===== src/hw/rtl/u16t8_pkg.sv =====
package u16t8_pkg;

  localparam int MAX_UNITS_DEF = 40;
  localparam int OUT_BYTES_DEF = 160;

  localparam logic [1:0] STATUS_OK       = 2'd0;
  localparam logic [1:0] STATUS_EMPTY    = 2'd1;
  localparam logic [1:0] STATUS_OVERFLOW = 2'd2;

  localparam logic [15:0] HIGH_FIRST = 16'hd800;
  localparam logic [15:0] HIGH_LAST  = 16'hdbff;
  localparam logic [15:0] LOW_FIRST  = 16'hdc00;
  localparam logic [15:0] LOW_LAST   = 16'hdfff;

  localparam logic [20:0] CP_REPLACEMENT = 21'h00fffd;
  localparam logic [20:0] CP_SUPP_BASE   = 21'h010000;

  localparam int DATA_W = 72;
  localparam int USER_W = 2;

  // number of utf-8 bytes for a code point
  function automatic logic [2:0] cp_need(input logic [20:0] cp);
    logic [2:0] n;
    if (cp <= 21'h00007f) begin
      n = 3'd1;
    end else if (cp <= 21'h0007ff) begin
      n = 3'd2;
    end else if (cp <= 21'h00ffff) begin
      n = 3'd3;
    end else begin
      n = 3'd4;
    end
    return n;
  endfunction

  // one utf-8 byte of a code point
  function automatic logic [7:0] cp_byte(input logic [20:0] cp, input logic [2:0] need,
                                         input logic [1:0] idx);
    logic [7:0] b;
    b = {2'b10, cp[5:0]};
    case (need)
      3'd1: b = cp[7:0];
      3'd2: begin
        if (idx == 2'd0) b = {3'b110, cp[10:6]};
      end
      3'd3: begin
        if (idx == 2'd0) b = {4'b1110, cp[15:12]};
        else if (idx == 2'd1) b = {2'b10, cp[11:6]};
      end
      default: begin
        if (idx == 2'd0) b = {5'b11110, cp[20:18]};
        else if (idx == 2'd1) b = {2'b10, cp[17:12]};
        else if (idx == 2'd2) b = {2'b10, cp[11:6]};
      end
    endcase
    return b;
  endfunction

  // ascii whitespace
  function automatic logic is_blank(input logic [7:0] b);
    return (b == 8'h20) || ((b >= 8'h09) && (b <= 8'h0d));
  endfunction

endpackage


===== src/hw/rtl/utf16_title_to_utf8_decoder_unit.sv =====
// Transcodes a title given as UTF-16 code units (one per transaction, tlast on the final unit)
// into UTF-8 held in an internal byte memory of OUT_BYTES entries, then trims ASCII
// whitespace at both ends and sends the text as results of up to eight bytes, or a single
// empty or overflow status. The memory has one write and one read port, one byte each per
// cycle. A unit is registered in S_IDLE and its UTF-8 bytes are then written in S_PUT; a code
// point that does not fit is not written and marks the title as overflowed. After the last unit
// the trim removes whitespace from the front (S_TF, S_TFW) and then the back (S_TB, S_TBW), and
// the output pass reads the bytes in S_ER and S_EW, stalling while a result waits to be taken.
// A new title is accepted once the last result has been loaded into the output register.
module utf16_title_to_utf8_decoder_unit #(
  parameter int MAX_UNITS = u16t8_pkg::MAX_UNITS_DEF,
  parameter int OUT_BYTES = u16t8_pkg::OUT_BYTES_DEF
) (
  input  logic                         clk,
  input  logic                         rst,
  input  logic                         s_tvalid,
  output logic                         s_tready,
  input  logic [15:0]                  s_tdata,  // code_unit[15:0]
  input  logic                         s_tlast,
  output logic                         m_tvalid,
  input  logic                         m_tready,
  output logic [u16t8_pkg::DATA_W-1:0] m_tdata,  // text_bytes[63:0], byte_count[67:64], zero
  output logic [u16t8_pkg::USER_W-1:0] m_tuser,  // status[1:0]
  output logic                         m_tlast
);

  localparam int AW = $clog2(OUT_BYTES);
  localparam int LW = $clog2(OUT_BYTES + 1);
  localparam int UW = $clog2(MAX_UNITS + 1);

  localparam logic [3:0] S_IDLE = 4'd0;
  localparam logic [3:0] S_PUT  = 4'd1;
  localparam logic [3:0] S_TF   = 4'd2;
  localparam logic [3:0] S_TFW  = 4'd3;
  localparam logic [3:0] S_TB   = 4'd4;
  localparam logic [3:0] S_TBW  = 4'd5;
  localparam logic [3:0] S_ER   = 4'd6;
  localparam logic [3:0] S_EW   = 4'd7;
  localparam logic [3:0] S_STAT = 4'd8;

  logic [7:0]    mem [OUT_BYTES];
  logic [7:0]    rd_data;
  logic [AW-1:0] rd_addr;
  logic          wr_en;
  logic [7:0]    wr_data;

  logic [3:0]    state;
  logic [LW-1:0] out_length;
  logic [9:0]    held_high;
  logic          high_pending;
  logic [UW-1:0] units_seen;
  logic          text_ended;
  logic          overflowed;
  logic          last_q;
  logic [20:0]   cp_a;
  logic [20:0]   cp_b;
  logic          has_a;
  logic          has_b;
  logic [1:0]    byte_idx;
  logic [LW-1:0] first;
  logic [LW-1:0] last_end;
  logic [63:0]   word;
  logic [3:0]    cnt;
  logic [1:0]    stat_code;

  logic [63:0]   text_bytes;
  logic [3:0]    byte_count;

  // unit decode
  logic          is_high;
  logic          is_low;
  logic          take;
  logic [1:0]    d_n;
  logic [20:0]   d_cp_a;
  logic [20:0]   d_cp_b;
  logic          d_pend;
  logic [9:0]    d_held;
  logic          d_ended;
  logic [20:0]   d_push;

  logic          accept;
  logic          out_free;
  logic          out_load;
  logic [2:0]    need;
  logic [LW:0]   fill_sum;
  logic [LW-1:0] end_m1;

  assign accept   = s_tvalid && s_tready;
  assign s_tready = (state == S_IDLE);
  assign out_free = !m_tvalid || m_tready;
  assign out_load = ((state == S_ER) && (first == last_end || cnt == 4'd8) && out_free)
                    || ((state == S_STAT) && out_free);
  assign need     = u16t8_pkg::cp_need(cp_a);
  assign fill_sum = {1'b0, out_length} + (LW + 1)'(need);
  assign end_m1   = last_end - LW'(1);
  assign wr_data  = u16t8_pkg::cp_byte(cp_a, need, byte_idx);

  assign m_tdata  = {4'd0, byte_count, text_bytes};

  always_comb begin
    is_high = (s_tdata >= u16t8_pkg::HIGH_FIRST) && (s_tdata <= u16t8_pkg::HIGH_LAST);
    is_low  = (s_tdata >= u16t8_pkg::LOW_FIRST) && (s_tdata <= u16t8_pkg::LOW_LAST);
    take    = !text_ended && !overflowed && (units_seen < UW'(MAX_UNITS));
    d_n     = 2'd0;
    d_cp_a  = u16t8_pkg::CP_REPLACEMENT;
    d_cp_b  = u16t8_pkg::CP_REPLACEMENT;
    d_pend  = high_pending;
    d_held  = held_high;
    d_ended = text_ended;
    d_push  = u16t8_pkg::CP_REPLACEMENT;
    if (take) begin
      if (high_pending && is_low) begin
        d_cp_a = u16t8_pkg::CP_SUPP_BASE + {1'b0, held_high, s_tdata[9:0]};
        d_n    = 2'd1;
        d_pend = 1'b0;
        d_held = 10'd0;
      end else begin
        if (high_pending) begin
          d_n    = 2'd1;
          d_pend = 1'b0;
          d_held = 10'd0;
        end
        if (s_tdata == 16'd0) begin
          d_ended = 1'b1;
        end else if (is_high) begin
          if (units_seen >= UW'(MAX_UNITS - 1)) begin
            if (d_n == 2'd0) d_cp_a = u16t8_pkg::CP_REPLACEMENT;
            else d_cp_b = u16t8_pkg::CP_REPLACEMENT;
            d_n = d_n + 2'd1;
          end else begin
            d_held = s_tdata[9:0];
            d_pend = 1'b1;
          end
        end else begin
          d_push = is_low ? u16t8_pkg::CP_REPLACEMENT : {5'd0, s_tdata};
          if (d_n == 2'd0) d_cp_a = d_push;
          else d_cp_b = d_push;
          d_n = d_n + 2'd1;
        end
      end
    end
    if (s_tlast && d_pend) begin
      if (d_n == 2'd0) d_cp_a = u16t8_pkg::CP_REPLACEMENT;
      else d_cp_b = u16t8_pkg::CP_REPLACEMENT;
      d_n    = d_n + 2'd1;
      d_pend = 1'b0;
    end
  end

  always_comb begin
    wr_en = 1'b0;
    if (state == S_PUT && has_a && !(byte_idx == 2'd0 &&
        (overflowed || fill_sum > (LW + 1)'(OUT_BYTES)))) begin
      wr_en = 1'b1;
    end
  end

  always_comb begin
    unique case (state)
      S_TB:    rd_addr = end_m1[AW-1:0];
      default: rd_addr = first[AW-1:0];
    endcase
  end

  always_ff @(posedge clk) begin
    if (wr_en) begin
      mem[out_length[AW-1:0]] <= wr_data;
    end
    rd_data <= mem[rd_addr];
  end

  always_ff @(posedge clk) begin
    if (rst) begin
      state        <= S_IDLE;
      out_length   <= '0;
      held_high    <= '0;
      high_pending <= 1'b0;
      units_seen   <= '0;
      text_ended   <= 1'b0;
      overflowed   <= 1'b0;
      has_a        <= 1'b0;
      has_b        <= 1'b0;
      byte_idx     <= '0;
      m_tvalid     <= 1'b0;
    end else begin
      if (out_load) begin
        m_tvalid <= 1'b1;
      end else if (m_tready) begin
        m_tvalid <= 1'b0;
      end
      unique case (state)
        S_IDLE: begin
          if (accept) begin
            last_q       <= s_tlast;
            cp_a         <= d_cp_a;
            cp_b         <= d_cp_b;
            has_a        <= (d_n != 2'd0);
            has_b        <= (d_n == 2'd2);
            byte_idx     <= '0;
            high_pending <= d_pend;
            held_high    <= d_held;
            text_ended   <= d_ended;
            if (take) begin
              units_seen <= units_seen + UW'(1);
            end
            state <= S_PUT;
          end
        end
        S_PUT: begin
          if (!has_a) begin
            first    <= '0;
            last_end <= out_length;
            if (!last_q) begin
              state <= S_IDLE;
            end else if (overflowed) begin
              stat_code <= u16t8_pkg::STATUS_OVERFLOW;
              state     <= S_STAT;
            end else begin
              state <= S_TF;
            end
          end else if (!wr_en) begin
            overflowed <= 1'b1;
            has_a      <= 1'b0;
            has_b      <= 1'b0;
          end else begin
            out_length <= out_length + LW'(1);
            if ({1'b0, byte_idx} == need - 3'd1) begin
              cp_a     <= cp_b;
              has_a    <= has_b;
              has_b    <= 1'b0;
              byte_idx <= '0;
            end else begin
              byte_idx <= byte_idx + 2'd1;
            end
          end
        end
        S_TF: begin
          if (first == last_end) begin
            stat_code <= u16t8_pkg::STATUS_EMPTY;
            state     <= S_STAT;
          end else begin
            state <= S_TFW;
          end
        end
        S_TFW: begin
          if (u16t8_pkg::is_blank(rd_data)) begin
            first <= first + LW'(1);
            state <= S_TF;
          end else begin
            state <= S_TB;
          end
        end
        S_TB: begin
          state <= S_TBW;
        end
        S_TBW: begin
          if (u16t8_pkg::is_blank(rd_data)) begin
            last_end <= end_m1;
            state    <= S_TB;
          end else begin
            word  <= '0;
            cnt   <= '0;
            state <= S_ER;
          end
        end
        S_ER: begin
          if (first == last_end || cnt == 4'd8) begin
            if (out_free) begin
              text_bytes <= word;
              byte_count <= cnt;
              m_tuser    <= u16t8_pkg::STATUS_OK;
              m_tlast    <= (first == last_end);
              word       <= '0;
              cnt        <= '0;
              if (first == last_end) begin
                out_length   <= '0;
                held_high    <= '0;
                high_pending <= 1'b0;
                units_seen   <= '0;
                text_ended   <= 1'b0;
                overflowed   <= 1'b0;
                state        <= S_IDLE;
              end
            end
          end else begin
            first <= first + LW'(1);
            state <= S_EW;
          end
        end
        S_EW: begin
          word[cnt[2:0]*8 +: 8] <= rd_data;
          cnt                   <= cnt + 4'd1;
          state                 <= S_ER;
        end
        S_STAT: begin
          if (out_free) begin
            text_bytes   <= '0;
            byte_count   <= '0;
            m_tuser      <= stat_code;
            m_tlast      <= 1'b1;
            out_length   <= '0;
            held_high    <= '0;
            high_pending <= 1'b0;
            units_seen   <= '0;
            text_ended   <= 1'b0;
            overflowed   <= 1'b0;
            state        <= S_IDLE;
          end
        end
        default: begin
          state <= S_IDLE;
        end
      endcase
    end
  end

endmodule


===== config.mk =====
export PLATFORM = sky130hd
export DESIGN_NAME = utf16_title_to_utf8_decoder_unit
export DESIGN_NICKNAME = d
export VERILOG_FILES = /design/src/hw/rtl/u16t8_pkg.sv /design/src/hw/rtl/utf16_title_to_utf8_decoder_unit.sv
export SDC_FILE = /design/constraint.sdc
export NUM_CORES = 2
export LEC_CHECK = 0
export ABC_AREA = 1
export CAP_MARGIN = 0
export CORE_UTILIZATION = 52
export CTS_BUF_LIST = sky130_fd_sc_hd__clkbuf_2
export DETAILED_ROUTE_END_ITERATION = 10
export DONT_BUFFER_PORTS = 1
export GPL_ROUTABILITY_DRIVEN = 0
export PLACE_DENSITY = 0.7
export SYNTH_ARGS = -nofsm -noshare
export SYNTH_HDL_FRONTEND = slang
export SYNTH_SLANG_ARGS = --single-unit

===== constraint.sdc =====
create_clock -name clk -period 9.25 [get_ports clk]
set_clock_uncertainty 0.2 [all_clocks]
set_input_delay 1.3875 -clock clk [delete_from_list [all_inputs] [get_ports clk]]
set_output_delay 1.3875 -clock clk [all_outputs]
set_load 0.005 [all_outputs]

==> summary.md <==
| Metric | Value |
|---|---|
| Die area | `approximately 120,000 um^2` |
| Initial antenna violation count | `5` |
| H-tree depth reported by CTS | `5` |
| FMAX | `180.8 MHz` |
| Fin nets | `5,489` |
| Initial DRT Pass Iterations | `6` |
| Max_slew headroom | `about an eighth` |
| Largest net degree at the start of global routing | `261` |
| Adder-cell share of the synthesized area | `0.4435%` |
| Top FF cell, synth | `edfxtp_1` |
| Crit-path max FO | `21` |
| Core Rows | `128` |
| Synthesis Warnings | `0` |
| Final Cycle Share | `59.80%` |
| Final Util | `56.22%` |
| Simple-gate share of the synthesized area | `roughly 15%` |
| Die width | `around 350 um` |
| WHS Endpoint | `last_q` |
| Clk root buf | `clkbuf_2` |
| Final worst setup slack | `3719 ps` |
| Residual DRC | `0` |
| Share of synthesized registers carrying an async set or reset | `0%` |
| Worst hold path type | `in -> reg` |
| Main combinational cell family by area after synthesis | `simple AND/OR/NAND/NOR gates` |
| Mapped Cells | `5,315` |
| Pwr Density | `220.4 nW/um^2` |
| Share of cells above drive strength 1 | `12.83%` |
| EDFF count, synth | `1,475` |
| PortBufs | `0` |
| Vias | `43,620` |
| Critical hold path startpoint | `s_tlast` |
| Vias per inst | `roughly 5.9` |
| Critical path arrival | `6620 ps` |
| Crit. End Element | `flip-flop` |
| CTS tree | `done` |
| Clk slew on worst S/H paths | `110 ps` |
| Pre-CTS setup slack | `3971 ps` |
| Drt wl/cell | `22.68 um` |
| Worst-margin pin slew | `1300 ps` |
| Hold path depth | `1` |
| Post-synthesis xor/xnor area fraction | `less than 1%` |
| Setup_tns | `0 ps` |
| Syn avg cell area | `between 10 and 15 um^2` |
| R2R depth | `18` |
| Final Slew Violations | `0` |
| WL final | `166,500 um` |
| Vias in the first global route | `approximately 42,000` |
| Crit Path Class | `reg -> reg` |
| Post_cts resized | `0` |
| Crit path required time | `roughly 10,000 ps` |
| Clock period minus worst slack | `5531 ps` |
| DR iter-0 viols | `6,119` |
| Post-Syn Area | `63,760 um^2` |
| Synth cell types | `61` |
| Compound-Gate Fraction of Synth Area | `9.669%` |
| Fin. Hold Viols | `0` |
| Max VDD drop | `251.5 uV` |
| GRT Overall Usage | `26.50%` |
| Antenna Nets Post-Route | `0` |
| Seq/Total Area, Yosys | `70.85%` |
| RR Startpoint | `cp_a[20]` |
| Most frequent cells in the layout | `1,475 x edfxtp_1, 760 x nand2_1, 612 x nor2_1, 544 x nand3_1, 533 x clkbuf_2` |
| Endpoints failing setup | `0` |
| Number of synthesized register bits | `1,519` |
| Synth-to-Final Area Change | `7.322%` |
| First-pass GRT wire length | `250,500 um` |
| Die Height | `352.2 um` |
| RSZ-0062 raised after global routing | `no` |
| Core area | `121,700 um^2` |
| Worst skew pair latency | `1770 ps` |
| Fillers | `10,250` |
| Lkg Pwr | `23.42 nW` |
| CTS Sinks | `1,519` |
| Reg2reg setup slack | `3720 ps` |
| Multiplexer area fraction after synthesis | `0%` |
| Cts bufs inserted | `between 300 and 400` |
| Gr ovfl total | `0` |
| Setup crit start kind | `flip-flop` |
| Status | `finished, final reports clean` |
| Worst reg2reg path endpoint | `mem[159][2]` |
| Initial core utilization | `a little over half` |
| Max capacitance violation total | `0` |
| Max Root-Sink Buffers | `4` |
| Io pins | `98` |
| HPWL Detailed | `92,180 um` |
| Most common cell after layout, fill and taps aside | `edfxtp_1` |
cell type report:
class / instances / area (um^2) / area share, %
diodes: 8 / 20.02 / 0.02926
clock buffers: 533 / 2668 / 3.898
clock inverters: 113 / 541.8 / 0.7918
inverters: 227 / 890.9 / 1.302
multi-input cells: 3237 / 16350 / 23.89
flip-flops and latches: 1519 / 45170 / 66.02
well taps: 1625 / 2033 / 2.971
repair buffers: 77 / 753.2 / 1.101
flip-flops by register name (all words and copies together), names as in the netlist, 6 cells and up:
| signal | count |
|---|---|
| first | 8 |
| cp_b | 16 |
| text_bytes | 64 |
| mem | 1280 |
| held_high | 10 |
| out_length | 8 |
| word | 64 |
| rd_data | 8 |
| cp_a | 21 |
| last_end | 8 |
| units_seen | 6 |
report_power, final:
group          internal, W  switching [W]  leakage (nW)
clock network      0.00163        0.00262          2.49
logic             0.000508        0.00205          6.79
registers          0.00820      0.0000668          14.1
total               0.0103        0.00474          23.4
how the worst max path moves through the flow:
stage                     depth (start not counted)     endpoint  slack [ps]        start
after floorplan                                   6    mem[0][6]         370  byte_idx[0]
after global placement                           20  mem[159][4]        4040     cp_a[17]
after detailed placement                         18  mem[144][4]        3970     cp_a[20]
after CTS                                        18  mem[159][2]        3780     cp_a[20]
after global routing                             19  mem[159][5]        3360      cp_a[8]
final                                            18  mem[159][2]        3720     cp_a[20]
stage by stage:
| step | power, W | cell area (um^2) | hold WS [ps] | cells |
|---|---|---|---|---|
| floorplan | 0.01003 | 63770 | 244.5 | 5318 |
| global placement | 0.01091 | 64940 | 249.1 | 6660 |
| detailed placement | 0.01092 | 64940 | 254.0 | 6660 |
| CTS | 0.01510 | 68400 | 47.37 | 7331 |
| global route | 0.01566 | 68430 | 14.29 | 7339 |
| finish | 0.01508 | 68430 | 171.1 | 7339 |
timing repair:
action,4_1_cts,5_1_grt
endpoints found under the hold margin,101,0
hold buffers,25,0
endpoints found under the setup margin,0,0
setup buffers,0,0
logic make-up after synthesis:
group,after synthesis
and+or+nand+nor,2174
AOI/OAI and AO/OA,1018
DFF,1519
other,1
buffers and inverters,562
xor gates and xnor gates,19
adders and majority gates,22
worst max-delay path: stages, from the launching register on:
cell and delay [ps]:
edfxtp_1 460, nor2_4 190, nand3_4 130, nor2_1 300, inv_1 140, fa_1 420, inv_1 80, nand3_1 70
nand2_1 110, nand3_1 110, xor2_1 190, nand2_1 70, nand2_1 60, nand2_1 50, nand2_1 80, nand2_2 310
inv_2 350, nand3_1 790, nor2_1 920
synthesized netlist by cell type, drive strengths merged, types with 2 or more instances:
| master | count | share of area [%] |
|---|---|---|
| o22ai | 67 | 0.66 |
| inv | 222 | 1.3 |
| ha | 21 | 0.41 |
| a31oi | 7 | 0.069 |
| o21bai | 32 | 0.38 |
| buf | 178 | 1.6 |
| clkbuf | 157 | 0.94 |
| o32ai | 3 | 0.041 |
| nand3 | 552 | 4.4 |
| dfxtp | 44 | 1.4 |
| nor4 | 8 | 0.10 |
| a21oi | 111 | 0.87 |
| a22oi | 2 | 0.024 |
| xor2 | 11 | 0.15 |
| nand2 | 778 | 4.7 |
| nor3b | 3 | 0.035 |
| nor2 | 660 | 4.1 |
| o21ai | 491 | 3.9 |
| o221ai | 49 | 0.67 |
| edfxtp | 1475 | 69 |
| clkinv | 5 | 0.037 |
| xnor2 | 8 | 0.11 |
| or2 | 114 | 1.1 |
| o2111ai | 13 | 0.18 |
| a211oi | 7 | 0.10 |
| o31ai | 3 | 0.035 |
| nor3 | 46 | 0.39 |
| o211ai | 226 | 2.7 |
| nand4 | 12 | 0.14 |
metal layers:
layer	share of wire, %	wire, um	track usage, %	up-vias
met4	3.6	6070	11.72	0
met1	40	66670	36.62	20900
met3	10	16820	5.397	412
met5	0	0	0	-
li1	-	-	-	19750
met2	46	76920	40.80	2555
Power figures use the tool's default switching activity.
